[config.mk]
export PLATFORM = sky130hd
export DESIGN_NAME = percent_decode_stream
export DESIGN_NICKNAME = d
export VERILOG_FILES = /design/src/design/pds_pkg.sv /design/src/design/pds_front.sv /design/src/design/pds_queue.sv /design/src/design/pds_back.sv /design/src/design/percent_decode_stream.sv
export SDC_FILE = /design/constraint.sdc
export NUM_CORES = 1
export LEC_CHECK = 0
export ABC_CLOCK_PERIOD_IN_PS = 3400
export BUFFER_PORTS_ARGS = -buffer_cell sky130_fd_sc_hd__buf_2
export CORE_UTILIZATION = 40
export DETAILED_ROUTE_END_ITERATION = 8
export GPL_ROUTABILITY_DRIVEN = 0
export GPL_TIMING_DRIVEN = 1
export SLEW_MARGIN = 20
export SYNTH_ARGS = -nofsm -noshare
export SYNTH_HDL_FRONTEND = slang
export SYNTH_SLANG_ARGS = --single-unit
export TNS_END_PERCENT = 50
[constraint.sdc]
create_clock -name clk_i -period 3.4 [get_ports clk_i]
set_input_delay 0.51 -clock clk_i [delete_from_list [all_inputs] [get_ports clk_i]]
set_output_delay 0.51 -clock clk_i [all_outputs]
set_load 0.005 [all_outputs]
[src/design/pds_pkg.sv]
// Shared types, constants and helper functions of the percent decoder.
package pds_pkg;

  localparam logic [7:0]  ChPercent         = 8'h25;
  localparam int unsigned Nibble            = 4;
  localparam int unsigned MaxOut            = 3;
  localparam int unsigned QueueDepthDefault = 2;

  typedef struct packed {
    logic [1:0]              cnt;
    logic [MaxOut-1:0][7:0]  data;
    logic                    last;
  } pds_rec_t;

  typedef struct packed {
    logic       valid;
    logic [3:0] value;
  } pds_hex_t;

  function automatic pds_hex_t hex_decode(logic [7:0] c);
    pds_hex_t h;
    h = '0;
    if (c >= 8'h30 && c <= 8'h39) begin
      h.valid = 1'b1;
      h.value = c[3:0];
    end else if ((c >= 8'h41 && c <= 8'h46) || (c >= 8'h61 && c <= 8'h66)) begin
      h.valid = 1'b1;
      h.value = c[3:0] + 4'd9;
    end
    return h;
  endfunction

  function automatic logic [7:0] digit_char(logic [3:0] v, logic lower);
    logic [7:0] base;
    base = lower ? 8'h61 : 8'h41;
    if (v < 4'd10) begin
      return {4'h3, v};
    end
    return base + {4'h0, v} - 8'd10;
  endfunction

  function automatic pds_rec_t rec_add(pds_rec_t r, logic [7:0] b);
    pds_rec_t o;
    o = r;
    case (r.cnt)
      2'd0:    o.data[0] = b;
      2'd1:    o.data[1] = b;
      default: o.data[2] = b;
    endcase
    if (r.cnt != 2'd3) begin
      o.cnt = r.cnt + 2'd1;
    end
    return o;
  endfunction

endpackage

[src/design/pds_front.sv]
// Front end: accepts raw bytes, tracks pending escapes and builds output records.
module pds_front (
  input  logic              clk_i,
  input  logic              rst_ni,
  input  logic              push_i,
  input  logic [7:0]        in_byte_i,
  input  logic              in_last_i,
  input  logic              q_full_i,
  output logic              q_push_o,
  output pds_pkg::pds_rec_t q_rec_o
);
  import pds_pkg::*;

  logic [1:0] pend_cnt_q, pend_cnt_d;
  logic [3:0] pend_digit_q, pend_digit_d;
  logic       pend_case_q, pend_case_d;
  logic       accept;
  pds_hex_t   hx;
  pds_rec_t   rec;

  assign accept = push_i & ~q_full_i;

  always_comb begin
    hx           = hex_decode(in_byte_i);
    rec          = '0;
    pend_cnt_d   = pend_cnt_q;
    pend_digit_d = pend_digit_q;
    pend_case_d  = pend_case_q;
    if (pend_cnt_q == 2'd2 && hx.valid) begin
      rec          = rec_add(rec, (8'(pend_digit_q) << Nibble) | 8'(hx.value));
      pend_cnt_d   = 2'd0;
      pend_digit_d = 4'd0;
      pend_case_d  = 1'b0;
    end else if (pend_cnt_q == 2'd1 && hx.valid) begin
      pend_cnt_d   = 2'd2;
      pend_digit_d = hx.value;
      pend_case_d  = (in_byte_i >= 8'h61);
    end else begin
      if (pend_cnt_q == 2'd1 || pend_cnt_q == 2'd2) begin
        rec = rec_add(rec, ChPercent);
      end
      if (pend_cnt_q == 2'd2) begin
        rec = rec_add(rec, digit_char(pend_digit_q, pend_case_q));
      end
      pend_cnt_d   = 2'd0;
      pend_digit_d = 4'd0;
      pend_case_d  = 1'b0;
      if (in_byte_i == ChPercent) begin
        pend_cnt_d = 2'd1;
      end else begin
        rec = rec_add(rec, in_byte_i);
      end
    end
    if (in_last_i) begin
      if (pend_cnt_d == 2'd1 || pend_cnt_d == 2'd2) begin
        rec = rec_add(rec, ChPercent);
      end
      if (pend_cnt_d == 2'd2) begin
        rec = rec_add(rec, digit_char(pend_digit_d, pend_case_d));
      end
      pend_cnt_d   = 2'd0;
      pend_digit_d = 4'd0;
      pend_case_d  = 1'b0;
      rec.last     = 1'b1;
    end
  end

  always_ff @(posedge clk_i or negedge rst_ni) begin
    if (!rst_ni) begin
      pend_cnt_q   <= 2'd0;
      pend_digit_q <= 4'd0;
      pend_case_q  <= 1'b0;
    end else if (accept) begin
      pend_cnt_q   <= pend_cnt_d;
      pend_digit_q <= pend_digit_d;
      pend_case_q  <= pend_case_d;
    end
  end

  assign q_push_o = accept & (rec.cnt != 2'd0);
  assign q_rec_o  = rec;

  a_cnt_legal: assert property (@(posedge clk_i) disable iff (!rst_ni)
    pend_cnt_q != 2'd3) else $error("pending count reached an unused code");
  a_last_clears: assert property (@(posedge clk_i) disable iff (!rst_ni)
    accept && in_last_i |=> pend_cnt_q == 2'd0) else $error("last item left state pending");
  a_last_emits: assert property (@(posedge clk_i) disable iff (!rst_ni)
    accept && in_last_i |-> q_push_o) else $error("last item produced no record");

endmodule

[src/design/pds_queue.sv]
// Short record queue between the front and back ends.
module pds_queue #(
  parameter int unsigned Depth = pds_pkg::QueueDepthDefault
) (
  input  logic              clk_i,
  input  logic              rst_ni,
  input  logic              push_i,
  input  pds_pkg::pds_rec_t rec_i,
  output logic              full_o,
  input  logic              pop_i,
  output pds_pkg::pds_rec_t rec_o,
  output logic              empty_o
);
  import pds_pkg::*;

  localparam int unsigned PtrW = $clog2(Depth);
  localparam int unsigned CntW = $clog2(Depth + 1);

  pds_rec_t        mem_q [Depth];
  logic [PtrW-1:0] wr_ptr_q, rd_ptr_q;
  logic [CntW-1:0] count_q;
  logic            do_push, do_pop;

  assign full_o  = (count_q == CntW'(Depth));
  assign empty_o = (count_q == '0);
  assign do_push = push_i & ~full_o;
  assign do_pop  = pop_i & ~empty_o;
  assign rec_o   = mem_q[rd_ptr_q];

  always_ff @(posedge clk_i) begin
    if (do_push) begin
      mem_q[wr_ptr_q] <= rec_i;
    end
  end

  always_ff @(posedge clk_i or negedge rst_ni) begin
    if (!rst_ni) begin
      wr_ptr_q <= '0;
      rd_ptr_q <= '0;
      count_q  <= '0;
    end else begin
      if (do_push) begin
        wr_ptr_q <= (wr_ptr_q == PtrW'(Depth - 1)) ? '0 : wr_ptr_q + 1'b1;
      end
      if (do_pop) begin
        rd_ptr_q <= (rd_ptr_q == PtrW'(Depth - 1)) ? '0 : rd_ptr_q + 1'b1;
      end
      if (do_push && !do_pop) begin
        count_q <= count_q + 1'b1;
      end else if (do_pop && !do_push) begin
        count_q <= count_q - 1'b1;
      end
    end
  end

  a_no_overflow: assert property (@(posedge clk_i) disable iff (!rst_ni)
    !(push_i && full_o)) else $error("record pushed into a full queue");
  a_count_bound: assert property (@(posedge clk_i) disable iff (!rst_ni)
    count_q <= CntW'(Depth)) else $error("queue count out of range");
  a_ptrs_match: assert property (@(posedge clk_i) disable iff (!rst_ni)
    empty_o |-> wr_ptr_q == rd_ptr_q) else $error("empty queue with unequal pointers");

endmodule

[src/design/pds_back.sv]
// Back end: serializes queued records into single output bytes.
module pds_back (
  input  logic              clk_i,
  input  logic              rst_ni,
  input  pds_pkg::pds_rec_t q_rec_i,
  input  logic              q_empty_i,
  output logic              q_pop_o,
  input  logic              pop_i,
  output logic              empty_o,
  output logic [7:0]        out_byte_o,
  output logic              out_last_o
);
  import pds_pkg::*;

  pds_rec_t   rec_q;
  logic       rec_valid_q;
  logic [1:0] idx_q;
  logic       out_valid_q;
  logic [7:0] out_byte_q;
  logic       out_last_q;
  logic       load_out, rec_done;
  logic [7:0] sel_byte;

  assign load_out = rec_valid_q & (~out_valid_q | pop_i);
  assign rec_done = load_out & (idx_q == rec_q.cnt - 2'd1);
  assign q_pop_o  = ~q_empty_i & (~rec_valid_q | rec_done);

  always_comb begin
    case (idx_q)
      2'd0:    sel_byte = rec_q.data[0];
      2'd1:    sel_byte = rec_q.data[1];
      default: sel_byte = rec_q.data[2];
    endcase
  end

  always_ff @(posedge clk_i) begin
    if (q_pop_o) begin
      rec_q <= q_rec_i;
    end
    if (load_out) begin
      out_byte_q <= sel_byte;
      out_last_q <= rec_q.last & (idx_q == rec_q.cnt - 2'd1);
    end
  end

  always_ff @(posedge clk_i or negedge rst_ni) begin
    if (!rst_ni) begin
      rec_valid_q <= 1'b0;
      idx_q       <= 2'd0;
      out_valid_q <= 1'b0;
    end else begin
      if (q_pop_o) begin
        rec_valid_q <= 1'b1;
        idx_q       <= 2'd0;
      end else if (rec_done) begin
        rec_valid_q <= 1'b0;
      end else if (load_out) begin
        idx_q <= idx_q + 2'd1;
      end
      if (load_out) begin
        out_valid_q <= 1'b1;
      end else if (pop_i) begin
        out_valid_q <= 1'b0;
      end
    end
  end

  assign empty_o    = ~out_valid_q;
  assign out_byte_o = out_byte_q;
  assign out_last_o = out_last_q;

  a_rec_nonempty: assert property (@(posedge clk_i) disable iff (!rst_ni)
    rec_valid_q |-> rec_q.cnt != 2'd0) else $error("empty record held for output");
  a_idx_bound: assert property (@(posedge clk_i) disable iff (!rst_ni)
    rec_valid_q |-> idx_q < rec_q.cnt) else $error("byte index past record end");
  a_out_hold: assert property (@(posedge clk_i) disable iff (!rst_ni)
    out_valid_q && !pop_i |=> out_valid_q && $stable(out_byte_q))
    else $error("waiting output byte lost");

endmodule

[src/design/percent_decode_stream.sv]
// Top level of the streaming percent-escape decoder.
//
//   Channel   Handshake        Payload
//   input     push_i / full_o  in_byte_i, in_last_i
//   result    pop_i / empty_o  out_byte_o, out_last_o
//
// One input item is taken per cycle while the record queue has room.
// Results leave one byte per cycle while pop_i is held; an item that yields two or three bytes
// occupies the output serializer for each of its bytes in turn and may fill the queue.
// A byte passes the record queue, the back-end record register and the output register.
// Reset clears the pending escape state, empties the queue and clears the record and output valid flags.
module percent_decode_stream #(
  parameter int unsigned QueueDepth = pds_pkg::QueueDepthDefault
) (
  input  logic       clk_i,
  input  logic       rst_ni,
  input  logic       push_i,
  output logic       full_o,
  input  logic [7:0] in_byte_i,
  input  logic       in_last_i,
  input  logic       pop_i,
  output logic       empty_o,
  output logic [7:0] out_byte_o,
  output logic       out_last_o
);
  import pds_pkg::*;

  pds_rec_t front_rec, queue_rec;
  logic     front_push, queue_full, queue_empty, back_pop;

  pds_front u_front (
    .clk_i     (clk_i),
    .rst_ni    (rst_ni),
    .push_i    (push_i),
    .in_byte_i (in_byte_i),
    .in_last_i (in_last_i),
    .q_full_i  (queue_full),
    .q_push_o  (front_push),
    .q_rec_o   (front_rec)
  );

  pds_queue #(
    .Depth (QueueDepth)
  ) u_queue (
    .clk_i   (clk_i),
    .rst_ni  (rst_ni),
    .push_i  (front_push),
    .rec_i   (front_rec),
    .full_o  (queue_full),
    .pop_i   (back_pop),
    .rec_o   (queue_rec),
    .empty_o (queue_empty)
  );

  pds_back u_back (
    .clk_i      (clk_i),
    .rst_ni     (rst_ni),
    .q_rec_i    (queue_rec),
    .q_empty_i  (queue_empty),
    .q_pop_o    (back_pop),
    .pop_i      (pop_i),
    .empty_o    (empty_o),
    .out_byte_o (out_byte_o),
    .out_last_o (out_last_o)
  );

  assign full_o = queue_full;

endmodule

==> results_dict.tcl, run 1 <==
set metrics [dict create \
    status "complete, no violations" \
    cp-start-kind "primary input" \
    syn_nets 437 \
    placementRows 40 \
    max-cap-violations 0 \
    drive_gt1_frac 0.205 \
    insertion_delay_ns 0.34 \
    grt-ovfl-total 0 \
    synth-compound-area-share 0.127 \
    diodes 0 \
    peakVddDrop_mv 0.222 \
    ys_seq_elements 105 \
    ys_seq_area_frac 0.602 \
    yosys_warnings 0 \
    tightest_slew_ns 0.731 \
    crit_arrival_ns 3.00 \
    cp_data_required_time_ns 3.46 \
    dp_hpwl_um 7430 \
    cts_setup_buffers 0 \
    pin_count 24 \
    synth_common_cells "90 x edfxtp_1, 53 x nand2_1, 29 x mux2_2" \
    final.setup_skew_ns 0.00641 \
    routed_wl_um 10400 \
    viasPerCell 5.42 \
    fill_cells 1096 \
    end_kind "flop" \
    p_leak_uw 0.00217 \
    start_util 0.417 \
    synth_area_leader_cell "edfxtp_1" \
    p_per_area_nw_per_um2 679 \
    hold_buffers 0 \
    yosys.area_share.adder 0.0342 \
    synthesis.area_um2 5120 \
    syn_avg_cell_area_um2 12.5 \
    holdWs_ns 0.0803 \
    htree_levels 3 \
    fp.dieW_um 115 \
    synthSimpleGateAreaFrac 0.121 \
    synth_edf_count 90 \
    die_area_um2 13200 \
    synth_top_area_share 0.528 \
    crit_type "primary input to flop" \
    cts_resized 0 \
    synth.area.top_cells "edfxtp_1 53%, dfrtp_1 7.3%, mux2_2 6.4%, nand2_1 3.9%, ha_1 3.4%" \
    reg2reg_depth 9 \
    report.final.slew_viol_count 0 \
    nets 466 \
    io_buffers 23 \
    grt_max_degree 31 \
    clk_pin_slew_ns 0.07 \
    yosysMostFrequentCell "edfxtp_1" \
    antenna_found_initial 0 \
    netlist_instances 410 \
    ys.flop_type "edfxtp_1" \
    slew_headroom 0.509 \
    cts_tree "done" \
    final_core_util 0.469 \
    regArea_um2 3080 \
    synth_top_family_by_area "compound AO/OA/AOI/OAI gates" \
    cts_made_buffers 9 \
    clockBufferDepth 2 \
    fmax_ghz 0.341 \
    fin_crit_ns 2.94 \
    finalHoldViolations 0 \
    synth_mux_area_frac 0.0697 \
    grt_use_total 0.170 \
    grt_pass1_vias 3162 \
    via_count 3316 \
    synth.distinct_cells 59 \
    drc_errors 0 \
    drt_first_iter_violations 248 \
    synthArstFlopShare 0.143 \
    root_buffer "clkbuf_16" \
    synth_xor_area_frac 0.0171 \
    hold_class "primary input to asynchronous set/reset pin" \
    grt_pass1_wl_um 16700 \
    setup_viol_count_final 0 \
    firstDrtPassIters 5 \
    core_um2 12300 \
    period_share 0.863 \
    multi_input_area_um2 1900 \
    cts.sinks 105 \
    critPathMaxFanout 8 \
    routedWlPerCell_um 17.0 \
    rsz0062_at_grt "no" \
    synthToLayoutAreaGrowth_pct 12.5 \
    die_h_um 115 \
    ant_nets 0 \
]
[registers in the layout, indices dropped and copies added, names as in the netlist]
signal and flops:
u_back.rec_valid_q 1, u_back.out_byte_o 8, u_queue.wr_ptr_q 1, u_back.out_last_o 1, u_back.rec_q 27, u_front.pend_cnt_q 2
u_back.idx_q 2, u_queue.mem_q 54, u_front.pend_digit_q 4, u_queue.rd_ptr_q 1, u_queue.count_q 2, u_back.out_valid_q 1
u_front.pend_case_q 1
[final cells by class]
class                   instances  share of cell area
inverters                      16              0.0104
flip-flops and latches        105               0.535
clock inverters                 6             0.00761
repair buffers                 36              0.0413
well taps                     168              0.0365
multi-input cells             271               0.330
clock buffers                  10              0.0398
[where the power goes]
| part | switching [uW] | leakage, uW | internal (uW) |
|---|---|---|---|
| clock | 452 | 0.000134 | 499 |
| sequential | 134 | 0.00103 | 1870 |
| combinational | 533 | 0.00100 | 420 |
[worst max-delay path, stage by stage]
cell,delay [ns]
buf_2,0.17
inv_1,0.12
ha_1,0.22
nor3b_2,0.16
and4bb_4,0.37
a21oi_1,0.09
buf_4,0.18
or3_1,0.38
ha_1,0.25
nand3_1,0.08
nor2_1,0.04
o21ai_0,0.27
a22oi_1,0.16
[metrics by stage]
step           setup WS (ns)  cells  TNS, ns  total power, uW  cell area [um^2]
6_report               0.464    612        0             3910              5760
5_1_grt                0.227    612        0             4130              5760
4_1_cts                0.528    612        0             3950              5760
3_5_place_dp           0.166    596        0             3000              5480
3_3_place_gp           0.236    596        0             2980              5480
2_1_floorplan         -0.126    410    -3.41             2680              5120
[placed cells by master, fill, tap and decap left out, types with 4 or more instances in the layout]
| cell type | instances |
|---|---|
| inv_1 | 15 |
| xnor2_1 | 5 |
| nand3_1 | 7 |
| nand2b_1 | 7 |
| and2_1 | 5 |
| xor2_1 | 5 |
| a21oi_1 | 14 |
| a32oi_1 | 4 |
| o21ai_0 | 16 |
| ha_1 | 14 |
| buf_2 | 23 |
| a32o_1 | 5 |
| mux2_2 | 29 |
| nand2_1 | 53 |
| and3_1 | 5 |
| dfrtp_1 | 15 |
| o22ai_1 | 4 |
| buf_4 | 11 |
| clkbuf_16 | 9 |
| edfxtp_1 | 90 |
| a22oi_1 | 16 |
| nor2_1 | 24 |
[routing by layer]
| metal | GRT usage | vias up | part of all wire |
|---|---|---|---|
| met4 | 0.0762 | 0 | 0.025 |
| met3 | 0.0374 | 19 | 0.053 |
| met1 | 0.229 | 1574 | 0.46 |
| li1 | - | 1602 | - |
| met5 | 0 | - | 0 |
| met2 | 0.263 | 121 | 0.46 |
[logic make-up (layout without fill, tap and decap cells)]
family | count (synthesis) | after routing
AO/OA/AOI/OAI | 92 | 92
XOR/XNOR | 10 | 10
adder cells (fa/ha/maj) | 14 | 14
buffers and inverters | 34 | 68
flip-flops | 105 | 105
multiplexers | 32 | 32
AND/OR/NAND/NOR | 123 | 123
[final timing paths]
| kind | from | end | slack, ns |
|---|---|---|---|
| setup / recovery | in_byte_i[0] | u_queue.mem_q[0][11] | 0.46 |
| hold / removal | rst_ni | u_front.pend_cnt_q[0] | 0.08 |
| setup reg to reg | u_front.pend_cnt_q[0] | u_queue.mem_q[1][15] | 0.64 |
| hold reg to reg | u_queue.count_q[1] | u_back.rec_valid_q | 0.50 |
| max in group asynchronous | rst_ni | u_queue.rd_ptr_q | 3.04 |
| min in group clk_i | pop_i | u_back.out_valid_q | 0.47 |
No activity file was read; power rests on OpenSTA's default activity.
==> run 2: changes to the inputs <==
--- a/config.mk
+++ b/config.mk
@@ -6,9 +6,9 @@
 export NUM_CORES = 1
 export LEC_CHECK = 0
 export ABC_CLOCK_PERIOD_IN_PS = 3400
-export BUFFER_PORTS_ARGS = -buffer_cell sky130_fd_sc_hd__buf_2
 export CORE_UTILIZATION = 40
 export DETAILED_ROUTE_END_ITERATION = 8
+export DONT_BUFFER_PORTS = 1
 export GPL_ROUTABILITY_DRIVEN = 0
 export GPL_TIMING_DRIVEN = 1
 export SLEW_MARGIN = 20
==> run 2 against run 1 <==
Against the previous run: total power is 0.61% higher; utilization is 0.79 points lower; count of clock-buffer cells in the layout stayed put; clock skew is 0.00065 ns higher; cell area is 1.7% lower; routed wire length is 1.1% higher; cell count is 3.9% lower; sequential power is 2% higher; sequential share of layout area is 0.91 points higher; first-iteration DRC count is 0.40% lower; critical path type is now flop to flop; fmax is 0.47% lower.
==> results_dict.tcl, run 2 (same netlist as run 1, synthesis figures left out) <==
set metrics [dict create \
    placementRows 40 \
    core_um2 12300 \
    synthToLayoutAreaGrowth_pct 10.6 \
    io_buffers 0 \
    cts.sinks 105 \
    diodes 0 \
    largest_reg_flops 54 \
    status "complete, no violations" \
    max-cap-violations 0 \
    use_met2 0.261 \
    nets 442 \
    clk_pin_slew_ns 0.06 \
    final_core_util 0.462 \
    setup-tns-final_ns 0 \
    pin_count 24 \
    grt_use_total 0.172 \
    fin_crit_ns 2.95 \
    cp_data_required_time_ns 3.46 \
    final.setup_skew_ns 0.00706 \
    peakVddDrop_mv 0.285 \
    period_share 0.867 \
    worstHoldStart "in_last_i" \
    start_util 0.417 \
    firstDrtPassIters 7 \
    reg2reg_slack_ns 0.45 \
    dp_hpwl_um 7390 \
    met1_usage 0.234 \
    routedWlPerCell_um 17.9 \
    crit_type "flop to flop" \
    die_h_um 115 \
    grt_pass1_vias 3175 \
    grt-busiest-layer "met2" \
    antenna_found_initial 0 \
    reg2reg_depth 9 \
    critPathMaxFanout 16 \
    report.final.slew_viol_count 0 \
    cts_resized 0 \
    die_area_um2 13200 \
    grt_max_degree 31 \
    drc_errors 0 \
    fp.dieW_um 115 \
    cts_setup_buffers 0 \
    finalHoldViolations 0 \
    routed_wl_um 10500 \
    r2r_start "u_front.pend_cnt_q[1]" \
    cts_tree "done" \
    cts_made_buffers 9 \
    grt_pass1_wl_um 16800 \
    layout_commonest_cell "edfxtp_1" \
    setup_viol_count_final 0 \
    drt_first_iter_violations 247 \
    p_per_area_nw_per_um2 695 \
    root_buffer "clkbuf_16" \
    rsz0062_at_grt "no" \
    cp-start-kind "flop" \
    ant_nets 0 \
    largest-register "u_queue.mem_q" \
    via_count 3247 \
    insertion_delay_ns 0.34 \
    p_leak_uw 0.00208 \
    htree_levels 3 \
    r2r-end "u_queue.mem_q[1][11]" \
    hold_class "primary input to flop" \
    crit_arrival_ns 3.00 \
    end_kind "flop" \
    slew_headroom 0.444 \
    holdPathEnd "u_front.pend_cnt_q[0]" \
    drive_gt1_frac 0.157 \
    tightest_slew_ns 0.834 \
    grt-ovfl-total 0 \
    fmax_ghz 0.339 \
    holdPathStages 1 \
    fin_total_pwr_uw 3930 \
    viasPerCell 5.52 \
    layout_common_cells "90 x edfxtp_1, 53 x nand2_1, 29 x mux2_2, 24 x nor2_1" \
    clockBufferDepth 2 \
    grtUsageMet3 0.0459 \
]
## run 2: worst max path at each step
stage	slack, ns	start	cells past startpoint	end
after floorplan	-0.13	in_byte_i[1]	11	u_queue.mem_q[1][0]
after global placement	0.39	in_byte_i[0]	11	u_queue.mem_q[0][14]
after detailed placement	0.33	in_byte_i[0]	11	u_queue.mem_q[0][11]
after CTS	0.50	u_front.pend_cnt_q[1]	9	u_queue.mem_q[1][11]
after global routing	0.21	u_front.pend_cnt_q[1]	9	u_queue.mem_q[0][14]
final	0.45	u_front.pend_cnt_q[1]	9	u_queue.mem_q[1][11]
## run 2: area by class of cell
type / count / area, um^2
clock buffer: 10 / 229
clock inverter: 6 / 67.6
fill: 1114 / 6600
inverter: 16 / 60.1
multi-input combinational: 271 / 1900
sequential: 105 / 3080
tap: 168 / 210
timing repair buffer: 12 / 118
## run 2: worst max-delay path, cell delays in order (launching register included)
cell and delay (ns):
dfrtp_1 0.42, inv_1 0.09, ha_1 0.52, nand2b_1 0.19, nor2_1 0.25, ha_1 0.32
nor2b_1 0.24, nand3_1 0.13, mux2i_1 0.32, a22oi_1 0.18
## run 2: through the flow
| stage | setup slack, ns | instances | cell area (um^2) | hold slack [ns] |
|---|---|---|---|---|
| after floorplan | -0.126 | 410 | 5120 | 0.214 |
| after global placement | 0.389 | 571 | 5350 | 0.215 |
| after detailed placement | 0.326 | 571 | 5350 | 0.215 |
| after CTS | 0.499 | 588 | 5660 | 0.247 |
| after global routing | 0.211 | 588 | 5660 | 0.247 |
| final | 0.451 | 588 | 5660 | 0.265 |
## run 2: layer usage
metal	vias up	part of all wire
li1	1546	-
met1	1559	0.46
met2	116	0.46
met3	26	0.057
met4	0	0.027
met5	-	0
## run 2: repair_timing
item / 4_1_cts / 5_1_grt
endpoints found under the hold margin: 15 / 0
hold buffers: 1 / 0
setup endpoints to repair: 0 / 0
## run 2: where the power goes
| part | internal (uW) | switching, uW |
|---|---|---|
| combinational | 383 | 498 |
| sequential | 1870 | 163 |
| clock | 575 | 440 |
